<file path="src/rtl/mmc3v_pkg.sv">
// Package for the MMC3 variant bank mapper.
// Holds item structs, function and register codes, and shared helper functions.
// No dependencies.
package mmc3v_pkg;

  localparam logic [1:0] FUNC_CPU_WRITE = 2'd0;
  localparam logic [1:0] FUNC_CPU_READ  = 2'd1;
  localparam logic [1:0] FUNC_PPU_READ  = 2'd2;

  localparam logic [1:0] CFG_RAM_WRITE_ENABLE = 2'd0;
  localparam logic [1:0] CFG_PRG_BANK_LIMIT   = 2'd1;
  localparam logic [1:0] CFG_CHR_BANK_LIMIT   = 2'd2;

  localparam int CHR_SLOTS = 8;
  localparam int BANK_REG_AW = $clog2(CHR_SLOTS);

  typedef struct packed {
    logic [1:0]  func;
    logic [15:0] bus_address;
    logic [7:0]  data_byte;
  } mmc3v_in_t;

  typedef struct packed {
    logic [7:0]  bank_number;
    logic [20:0] rom_offset;
    logic        forwarded;
  } mmc3v_out_t;

  typedef struct packed {
    logic [1:0]  func;
    logic        forwarded;
    logic [7:0]  prg_bank;
    logic [2:0]  chr_slot;
    logic [12:0] low_address;
  } mmc3v_stage_t;

  function automatic logic [7:0] bank_reg_reset(input logic [BANK_REG_AW-1:0] idx);
    logic [7:0] value;
    case (idx)
      3'd0: value = 8'd0;
      3'd1: value = 8'd2;
      3'd2: value = 8'd4;
      3'd3: value = 8'd5;
      3'd4: value = 8'd6;
      3'd5: value = 8'd7;
      default: value = 8'd0;
    endcase
    return value;
  endfunction

  function automatic logic [7:0] apply_limit(input logic [7:0] bank, input logic [7:0] limit);
    return (bank > limit) ? (bank & limit) : bank;
  endfunction

endpackage

</file>
<file path="src/rtl/mmc3v_bank_ram.sv">
// Eight-entry bank register memory with a registered read port.
// Entries not yet written read as their power-on values; uses mmc3v_pkg.
module mmc3v_bank_ram
  import mmc3v_pkg::*;
(
  input  logic                   clk,
  input  logic                   rst,
  input  logic                   wr_en,
  input  logic [BANK_REG_AW-1:0] wr_addr,
  input  logic [7:0]             wr_data,
  input  logic                   rd_en,
  input  logic [BANK_REG_AW-1:0] rd_addr,
  output logic [7:0]             rd_data
);

  logic [7:0]           mem [CHR_SLOTS];
  logic [CHR_SLOTS-1:0] written;

  always_ff @(posedge clk) begin
    if (rst) begin
      written <= '0;
    end else if (wr_en) begin
      written[wr_addr] <= 1'b1;
    end
  end

  always_ff @(posedge clk) begin
    if (wr_en) begin
      mem[wr_addr] <= wr_data;
    end
  end

  always_ff @(posedge clk) begin
    if (rd_en) begin
      rd_data <= written[rd_addr] ? mem[rd_addr] : bank_reg_reset(rd_addr);
    end
  end

  // A read in the cycle after a write to the same entry returns the new value.
  assert property (@(posedge clk) disable iff (rst)
    wr_en ##1 (rd_en && !wr_en && rd_addr == $past(wr_addr)) |=>
      rd_data == $past(wr_data, 2))
    else $error("bank register read missed the preceding write");

endmodule

</file>
<file path="src/rtl/mmc3v_front.sv">
// Front stage: decodes accepted items, updates the outer and select registers,
// drives the bank memory ports and holds the item for translation; uses mmc3v_pkg.
module mmc3v_front
  import mmc3v_pkg::*;
(
  input  logic                   clk,
  input  logic                   rst,
  input  logic                   accept,
  input  logic                   advance,
  input  mmc3v_in_t              req,
  input  logic                   ram_write_enable,
  output logic                   stage_valid,
  output mmc3v_stage_t           stage,
  output logic                   wr_en,
  output logic [BANK_REG_AW-1:0] wr_addr,
  output logic [7:0]             wr_data,
  output logic                   rd_en,
  output logic [BANK_REG_AW-1:0] rd_addr
);

  logic [7:0]   outer_register;
  logic [7:0]   bank_select;
  logic         is_write;
  logic         in_ram_window;
  logic         high_page;
  logic         select_hit;
  logic         data_hit;
  logic [7:0]   prg_base;
  logic [2:0]   slot;
  mmc3v_stage_t stage_next;

  assign is_write      = accept && (req.func == FUNC_CPU_WRITE);
  assign in_ram_window = (req.bus_address[15:13] == 3'b011);
  assign high_page     = req.bus_address[15];
  assign select_hit    = high_page && (req.bus_address[14:13] == 2'b00) && !req.bus_address[0];
  assign data_hit      = high_page && (req.bus_address[14:13] == 2'b00) && req.bus_address[0];

  always_comb begin
    prg_base = {3'b000, outer_register[3:0], 1'b0};
    if (req.bus_address[14]) begin
      prg_base[5] = prg_base[5] | outer_register[3];
    end
    slot = req.bus_address[12:10] ^ {bank_select[7], 2'b00};
  end

  assign wr_en   = is_write && data_hit;
  assign wr_addr = bank_select[BANK_REG_AW-1:0];
  assign wr_data = req.data_byte;
  assign rd_en   = accept;
  assign rd_addr = slot[2] ? (slot - 3'd2) : {2'b00, slot[1]};

  always_comb begin
    stage_next.func        = req.func;
    stage_next.forwarded   = (req.func == FUNC_CPU_WRITE) && high_page && !select_hit && !data_hit;
    stage_next.prg_bank    = {prg_base[7:1], req.bus_address[13]};
    stage_next.chr_slot    = slot;
    stage_next.low_address = req.bus_address[12:0];
  end

  always_ff @(posedge clk) begin
    if (rst) begin
      outer_register <= '0;
      bank_select    <= '0;
    end else if (is_write) begin
      if (in_ram_window && ram_write_enable) begin
        outer_register <= req.data_byte;
      end
      if (select_hit) begin
        bank_select <= req.data_byte;
      end
    end
  end

  always_ff @(posedge clk) begin
    if (rst) begin
      stage_valid <= 1'b0;
    end else if (accept) begin
      stage_valid <= 1'b1;
    end else if (advance) begin
      stage_valid <= 1'b0;
    end
  end

  always_ff @(posedge clk) begin
    if (accept) begin
      stage <= stage_next;
    end
  end

  // A held item keeps its decoded contents until the back stage takes it.
  assert property (@(posedge clk) disable iff (rst)
    stage_valid && !advance |=> stage_valid && $stable(stage))
    else $error("front stage item changed while held");

endmodule

</file>
<file path="src/rtl/mmc3v_back.sv">
// Back stage: builds the PRG or CHR bank and ROM offset and holds the result
// item in the output register; uses mmc3v_pkg and the bank memory read data.
module mmc3v_back
  import mmc3v_pkg::*;
(
  input  logic         clk,
  input  logic         rst,
  input  logic         advance,
  input  logic         stage_valid,
  input  mmc3v_stage_t stage,
  input  logic [7:0]   rd_data,
  input  logic [7:0]   prg_bank_limit,
  input  logic [7:0]   chr_bank_limit,
  output logic         rsp_valid,
  output mmc3v_out_t   rsp
);

  logic [7:0] chr_raw;
  logic [7:0] prg_bank;
  logic [7:0] chr_bank;
  mmc3v_out_t result;

  always_comb begin
    chr_raw  = stage.chr_slot[2] ? rd_data : {rd_data[7:1], stage.chr_slot[0]};
    prg_bank = apply_limit(stage.prg_bank, prg_bank_limit);
    chr_bank = apply_limit(chr_raw, chr_bank_limit);
    result   = '0;
    case (stage.func)
      FUNC_CPU_WRITE: begin
        result.forwarded = stage.forwarded;
      end
      FUNC_CPU_READ: begin
        result.bank_number = prg_bank;
        result.rom_offset  = {prg_bank, stage.low_address};
      end
      FUNC_PPU_READ: begin
        result.bank_number = chr_bank;
        result.rom_offset  = {3'b000, chr_bank, stage.low_address[9:0]};
      end
      default: begin
        result = '0;
      end
    endcase
  end

  always_ff @(posedge clk) begin
    if (rst) begin
      rsp_valid <= 1'b0;
    end else if (advance) begin
      rsp_valid <= stage_valid;
    end
  end

  always_ff @(posedge clk) begin
    if (advance) begin
      rsp <= result;
    end
  end

  assert property (@(posedge clk) disable iff (rst)
    stage_valid && advance && stage.func == FUNC_PPU_READ |=>
      rsp.bank_number <= chr_bank_limit && rsp.rom_offset[20:18] == 3'b000)
    else $error("CHR result exceeds its bank limit or offset range");

  assert property (@(posedge clk) disable iff (rst)
    rsp_valid && rsp.forwarded |-> rsp.bank_number == 8'd0 && rsp.rom_offset == 21'd0)
    else $error("forwarded write carries a translation");

endmodule

</file>
<file path="src/rtl/mmc3_variant_bank_mapper.sv">
// An accepted input item is held in the decode stage register, then its result
// item in the output register; rsp_stall on a valid output can hold both.
// Throughput: one item per cycle while rsp_stall is low; the registered bank
// memory read sets the two-stage depth: decode stage, then output register.
// Reset (synchronous, active high) restores the valid and control registers and
// marks all bank entries unwritten, reading power-on values; no clearing pass.
module mmc3_variant_bank_mapper
  import mmc3v_pkg::*;
(
  input  logic       clk,
  input  logic       rst,
  input  logic       req_valid,
  output logic       req_stall,
  input  mmc3v_in_t  req,
  output logic       rsp_valid,
  input  logic       rsp_stall,
  output mmc3v_out_t rsp,
  input  logic       cfg_valid,
  output logic       cfg_ready,
  input  logic [1:0] cfg_index,
  input  logic [7:0] cfg_data
);

  logic                   ram_write_enable;
  logic [7:0]             prg_bank_limit;
  logic [7:0]             chr_bank_limit;
  logic                   advance;
  logic                   accept;
  logic                   stage_valid;
  mmc3v_stage_t           stage;
  logic                   wr_en;
  logic [BANK_REG_AW-1:0] wr_addr;
  logic [7:0]             wr_data;
  logic                   rd_en;
  logic [BANK_REG_AW-1:0] rd_addr;
  logic [7:0]             rd_data;

  assign cfg_ready = 1'b1;
  assign advance   = !rsp_valid || !rsp_stall;
  assign req_stall = stage_valid && !advance;
  assign accept    = req_valid && !req_stall;

  always_ff @(posedge clk) begin
    if (rst) begin
      ram_write_enable <= 1'b1;
      prg_bank_limit   <= 8'hFF;
      chr_bank_limit   <= 8'hFF;
    end else if (cfg_valid && cfg_ready) begin
      case (cfg_index)
        CFG_RAM_WRITE_ENABLE: ram_write_enable <= cfg_data[0];
        CFG_PRG_BANK_LIMIT:   prg_bank_limit   <= cfg_data;
        CFG_CHR_BANK_LIMIT:   chr_bank_limit   <= cfg_data;
        default: begin
        end
      endcase
    end
  end

  mmc3v_front u_front (
    .clk              (clk),
    .rst              (rst),
    .accept           (accept),
    .advance          (advance),
    .req              (req),
    .ram_write_enable (ram_write_enable),
    .stage_valid      (stage_valid),
    .stage            (stage),
    .wr_en            (wr_en),
    .wr_addr          (wr_addr),
    .wr_data          (wr_data),
    .rd_en            (rd_en),
    .rd_addr          (rd_addr)
  );

  mmc3v_bank_ram u_bank_ram (
    .clk     (clk),
    .rst     (rst),
    .wr_en   (wr_en),
    .wr_addr (wr_addr),
    .wr_data (wr_data),
    .rd_en   (rd_en),
    .rd_addr (rd_addr),
    .rd_data (rd_data)
  );

  mmc3v_back u_back (
    .clk            (clk),
    .rst            (rst),
    .advance        (advance),
    .stage_valid    (stage_valid),
    .stage          (stage),
    .rd_data        (rd_data),
    .prg_bank_limit (prg_bank_limit),
    .chr_bank_limit (chr_bank_limit),
    .rsp_valid      (rsp_valid),
    .rsp            (rsp)
  );

endmodule
</file>
<file path="config.mk">
export PLATFORM = sky130hd
export DESIGN_NAME = mmc3_variant_bank_mapper
export DESIGN_NICKNAME = d
export VERILOG_FILES = /design/src/rtl/mmc3v_pkg.sv /design/src/rtl/mmc3v_bank_ram.sv /design/src/rtl/mmc3v_front.sv /design/src/rtl/mmc3v_back.sv /design/src/rtl/mmc3_variant_bank_mapper.sv
export SDC_FILE = /design/constraint.sdc
export NUM_CORES = 1
export LEC_CHECK = 0
export CAP_MARGIN = 40
export CELL_PAD_IN_SITES_DETAIL_PLACEMENT = 0
export CELL_PAD_IN_SITES_GLOBAL_PLACEMENT = 2
export CORE_MARGIN = 5
export CORE_UTILIZATION = 39
export CTS_CLUSTER_DIAMETER = 80
export DETAILED_ROUTE_END_ITERATION = 8
export DONT_BUFFER_PORTS = 1
export HOLD_SLACK_MARGIN = 0.1
export PLACE_DENSITY_LB_ADDON = 0.25
export SKIP_CTS_REPAIR_TIMING = 1
export SLEW_MARGIN = 10
export SYNTH_ARGS = -nofsm -noshare
export SYNTH_HDL_FRONTEND = slang
export SYNTH_SLANG_ARGS = --single-unit
</file>
<file path="constraint.sdc">
create_clock -name clk -period 2.29 [get_ports clk]
set_input_delay 0.1145 -clock clk [delete_from_list [all_inputs] [get_ports clk]]
set_output_delay 0.1145 -clock clk [all_outputs]
set_load 0.03 [all_outputs]
</file>
# ---- Word level (Yosys, flattened, before mapping)
# Memory sizes are Yosys's and may differ from the RTL's.
# Index checks and enable logic that the tools add are counted.
dict set report totals {
  n_memories 1
  wordCells 84
  ram_bits 64
  register_bits 102
}
dict set report classes {
  bitwise_logic 4
  order_cmp 5
  n_eq_ne 10
  mux 15
  addsub 1
  reduce_logical 30
}
# memory words word_bits rd rd_ports_with_merged_regs write_ports line_no
set memory_table {}
lappend memory_table {u_bank_ram.mem 8 8 1 0 1 mmc3v_bank_ram.sv:16} ;# logic [7:0] mem [CHR_SLOTS];
# cell n
set ops {}
lappend ops {{$pmux 29 s2} 1}
lappend ops {{$mux 8} 3}
lappend ops {{$pmux 3 s5} 1}
lappend ops {{$logic_and 1x1->1} 12}
lappend ops {{$reduce_and 2->1} 5}
lappend ops {{$eq 3x2->1 const B} 3}
lappend ops {{$and 6x8->8} 1}
lappend ops {{$and 8x8->8} 1}
lappend ops {{$gt 6x8->1} 1}
lappend ops {{$gt 8x8->1} 1}
lappend ops {{$logic_not 2->1} 4}
lappend ops {{$lt 3x4->1 const B} 2}
lappend ops {{$or 8x8->8} 1}
lappend ops {{$logic_not 1->1} 7}
lappend ops {{$mux 1} 7}
lappend ops {{$eq 3x3->1 const B} 2}
lappend ops {{$eq 2x1->1 const B} 2}
lappend ops {{$eq 2x2->1 const B} 2}
lappend ops {{$bmux 1 s3} 1}
lappend ops {{$demux 1 s3} 1}
lappend ops {{$eq 3x1->1 const B} 1}
lappend ops {{$ge 3x1->1 const B} 1}
lappend ops {{$mux 3} 1}
lappend ops {{$sub 3x2->3 const B} 1}
lappend ops {{3 further kinds} 3}

# ---- Depth between registers and ports, before layout
dict set report depth {
  ltp_word 10
  mapped_depth 10
  depth_no_buf 7
}

# ---- By module
# From an unflattened synthesis, not the netlist that was laid out.
dict set report unflattened {
  hier_cells 509
  area_unflattened_um2 7175.6
}
# mod n_inst cells_each area_per_inst_um2 seq_area_each_um2
set by_module_without_submodules {}
lappend by_module_without_submodules {mmc3v_bank_ram 1 158 3081.7 2322.2}
lappend by_module_without_submodules {mmc3v_back 1 188 2125.8 920.9}
lappend by_module_without_submodules {mmc3v_front 1 91 1271.2 870.8}
lappend by_module_without_submodules {mmc3_variant_bank_mapper 1 72 696.9 340.3}

# ---- Worst setup path after synthesis
# No wires, ideal clock.
dict set report synth_path {
  kind {register to register}
  startpoint {register u_back.rsp_valid}
  endpoint {register u_bank_ram.rd_data[0], enable pin}
  required_time_ps 1871
  path_buffers 0
  slack_ps -239
  stages_incl_launch_ff 4
  t_arrival_ps 2110
  setup_time_ps 419
  cell_sequence {dfxtp_1 nand3_1 inv_1 nor2_1}
}
dict set report synth_between {
  elab_chain_cells 6
}
# item line_no
set synth_lines {}
lappend synth_lines {{start, declared} mmc3v_back.sv:14} ;# output logic rsp_valid,
lappend synth_lines {{start signal, assigned} mmc3v_back.sv:50} ;# rsp_valid <= stage_valid;
lappend synth_lines {{$logic_not 1->1} mmc3_variant_bank_mapper.sv:39} ;# assign advance = !rsp_valid || !rsp_stall;
lappend synth_lines {{$logic_or 1x1->1} mmc3_variant_bank_mapper.sv:39}
lappend synth_lines {{$logic_not 1->1} mmc3_variant_bank_mapper.sv:40} ;# assign req_stall = stage_valid && !advance;
lappend synth_lines {{$logic_and 1x1->1} mmc3_variant_bank_mapper.sv:40}
lappend synth_lines {{via req_stall} mmc3_variant_bank_mapper.sv:13} ;# output logic req_stall,
lappend synth_lines {{$logic_not 1->1} mmc3_variant_bank_mapper.sv:41} ;# assign accept = req_valid && !req_stall;
lappend synth_lines {{$logic_and 1x1->1} mmc3_variant_bank_mapper.sv:41}
lappend synth_lines {{via accept} mmc3_variant_bank_mapper.sv:28} ;# logic accept;
lappend synth_lines {{end signal, assigned} mmc3v_bank_ram.sv:35} ;# rd_data <= written[rd_addr] ? mem[rd_addr] : bank_reg_reset(rd_addr);
lappend synth_lines {{end, declared} mmc3v_bank_ram.sv:13} ;# output logic [7:0] rd_data
# The timed path passes the listed nets, and every way through them passes these cells.
# A chain may end at the register's enable or synchronous reset.

==> key figures <==
Floorplanning
  • Die area: around 19,000 um^2
  • Chip Height: approximately 140 um
  • Die Width: roughly 140 um
  • I/O pins: 74
  • Core region area: 15,800 um^2
  • Num rows: 46
  • Starting density of the core: a little under 40%

Placed design
  • Setup WS pre-CTS: -0.00714 ns
  • RD Place Congestion: between 0.7 and 0.8
  • Post-Place Cells: 708
  • Input/output buffers: 0
  • Post-DP HPWL: 10.7 mm
  • Area after DPL: 6710 um^2

Clocking
  • Clock tree root buffer cell: clkbuf_16
  • Clock Path Buffers: 2
  • Worst skew pair latency: 0.42 ns
  • Worst-path clk slew: 0.06 ns
  • CTS tree: done
  • CTS buffer count: 17
  • Clk sinks: 140
  • H-tree depth: 4

Final layout
  • Multi-input logic area: 2250 um^2
  • Non-Filler Instances: ~800
  • Share of cells above drive strength 1: about 14%
  • Fill count: between 1k and 1.5k
  • Syn-to-layout area delta: 25.4%
  • Register area: 3870 um^2
  • # diodes: 0
  • Final Cell Area: around 7900 um^2
  • Final nets: 630
  • Fin util: roughly 50%

Logic synthesis
  • Yosys synthesis warning count: 0
  • Yosys cell types: 50
  • Share of the synthesized area in the top cell type: 51.1%
  • Cell Area, Synth: roughly 6300 um^2
  • Post-synth top cells: edfxtp_1, nor2_1, dfxtp_1, o211ai_1, ha_1
  • Post-synth top area cell: edfxtp_1
  • Count leader, synth: edfxtp_1
  • Top cells by area, synth: edfxtp_1, dfxtp_1, ha_1
  • Top FF cell, synth: edfxtp_1
  • Post-synth EDFFs: 107
  • Seq/Total Area, Yosys: between 60% and 70%
  • #FFs+latches synth: 140
  • Mean Syn Cell Area: roughly 13 um^2
  • Syn Inst Count: roughly 480
  • Post-synth ARST share: 0%

Routing
  • Routed WL: approximately 15 mm
  • First DRT Iteration DRCs: 275
  • Vias per cell: between 5 and 6
  • Vias: approximately 4k
  • Routed WL per cell: between 15 and 20 um
  • DR DRC count: 0
  • Iteration count of the initial detailed-routing pass: 4
  • Antenna Nets Post-Route: 0

Global routing
  • Pin count of the biggest net entering global routing: 29
  • First-pass GRT wire length: between 20 and 25 mm
  • Initial antenna violation count: 0
  • Total global-route track usage: between 10% and 20%
  • Vias in the first global route: roughly 3.8k
  • Grt total ovfl: 0

STA
  • Slew Limit Headroom: 29.3%
  • Setup WS post-layout: 0.111 ns
  • TNS Setup: 0 ns
  • Final min period: 2.18 ns
  • Fmax: 459 MHz
  • Final hold violations: 0
  • WHS: between 0.1 and 0.15 ns
  • Post-route clock period utilization: about 95%
  • Worst-Margin Slew: about 1.1 ns
  • Slew Limit Fails: 0
  • Final setup fails: 0
  • Max Clock Skew: around 0.0041 ns

Worst hold path
  • Worst hold path type: in -> reg

Worst setup path
  • Critical path endpoint category: flip-flop
  • Critical path class: reg -> reg
  • Worst setup SP type: flip-flop
  • WP data arrival: 2.33 ns
  • Critical path required time: between 2 and 2.5 ns
  • Reg2reg setup slack: between 0.1 and 0.15 ns
  • Critical path fanouts, max: 6

Pwr
  • Lkg Pwr: around 3.1 nW
  • Reg power frac: between 40% and 50%
  • Sw Share: 21.3%
  • Comb pwr share: 5.7%
  • Clock share of power: between 40% and 50%
  • Net Sw Power: between 1 and 1.5 mW
  • PwrDens: between 800 and 900 nW/um^2
  • Worst ir drop on vdd: approximately 0.5 mV
  • Internal Power: slightly above 5 mW
  • Final Total Pwr: around 6.5 mW

Run
  • Max-capacitance violation count: 0

Outcome
  • Status: completed
==> sequential cells by signal (all words and copies together), names as in the netlist <==
register / cells
u_front.stage: 23
u_front.stage_valid: 1
chr_bank_limit: 8
u_front.bank_select: 4
u_bank_ram.mem: 48
u_bank_ram.rd_data: 8
ram_write_enable: 1
prg_bank_limit: 8
u_back.rsp: 28
u_front.outer_register: 4
u_back.rsp_valid: 1
u_bank_ram.written: 6
==> power by group through the flow <==
stage	combinational, mW	sequential [mW]	clock (mW)
4_1_cts	0.274	2.95	3.28
3_5_place_dp	0.272	3.00	0
5_1_grt	0.412	2.96	3.39
3_3_place_gp	0.270	3.00	0
2_1_floorplan	0.215	2.98	0
6_report	0.371	2.95	3.22
==> layout make-up <==
class	instances	area share, %
tap	216	3.43
multi-input combinational	297	28.5
sequential	140	49.1
timing repair buffer	78	9.01
clock buffer	17	5.39
clock inverter	15	3.41
inverter	24	1.14
==> final timing paths <==
path,end,cells past startpoint,start
max,u_back.rsp[22]$_DFFE_PP_,8,prg_bank_limit[1]$_SDFFE_PP1P_
min,u_front.outer_register[0]$_SDFFE_PP0P_,3,req[22]
max reg2reg,u_back.rsp[22]$_DFFE_PP_,8,prg_bank_limit[1]$_SDFFE_PP1P_
min reg2reg,u_front.stage[18]$_DFFE_PP_,0,u_front.outer_register[1]$_SDFFE_PP0P_
==> layer usage <==
layer | part of all wire, % | wire [um] | GRT usage [%] | up-vias
met5 | 0 | 0 | 0 | -
met4 | 1.7 | 259 | 6.26 | 0
met1 | 43 | 6440 | 19.6 | 1993
met3 | 3.9 | 588 | 4.63 | 20
met2 | 52 | 7780 | 26.6 | 87
li1 | - | - | - | 1970
==> cell usage in the layout, fill, tap and decap left out, types with 11 or more instances in the layout <==
| cell type | netlist | final |
|---|---|---|
| nand2_1 | 30 | 30 |
| buf_4 | 3 | 32 |
| clkbuf_16 | 0 | 17 |
| and2_1 | 13 | 14 |
| dlygate4sd3_1 | 0 | 45 |
| nand4_1 | 11 | 11 |
| a211o_1 | 13 | 13 |
| ha_1 | 31 | 31 |
| o211ai_1 | 33 | 33 |
| inv_1 | 24 | 24 |
| mux2i_1 | 24 | 24 |
| edfxtp_1 | 107 | 107 |
| nor2_1 | 37 | 36 |
| dfxtp_1 | 33 | 33 |
==> logic make-up after synthesis <==
logic type	synth area share, %
AO/OA/AOI/OAI	11.1
AND/OR/NAND/NOR	10.9
multiplexers	6.60
XOR/XNOR	0.438
adder cells (fa/ha/maj)	6.17
buffers and inverters	3.10
flip-flops	61.6
other	0.119
==> worst max-delay path: stages, from the launching register on <==
cell and delay (ns):
dfxtp_1 0.38, inv_1 0.08, ha_1 0.33, and4_2 0.32, o21ai_4 0.20, o311ai_0 0.17, o211ai_1 0.15, buf_4 0.17
nand3_1 0.10
(Power assumes the default switching activity.)
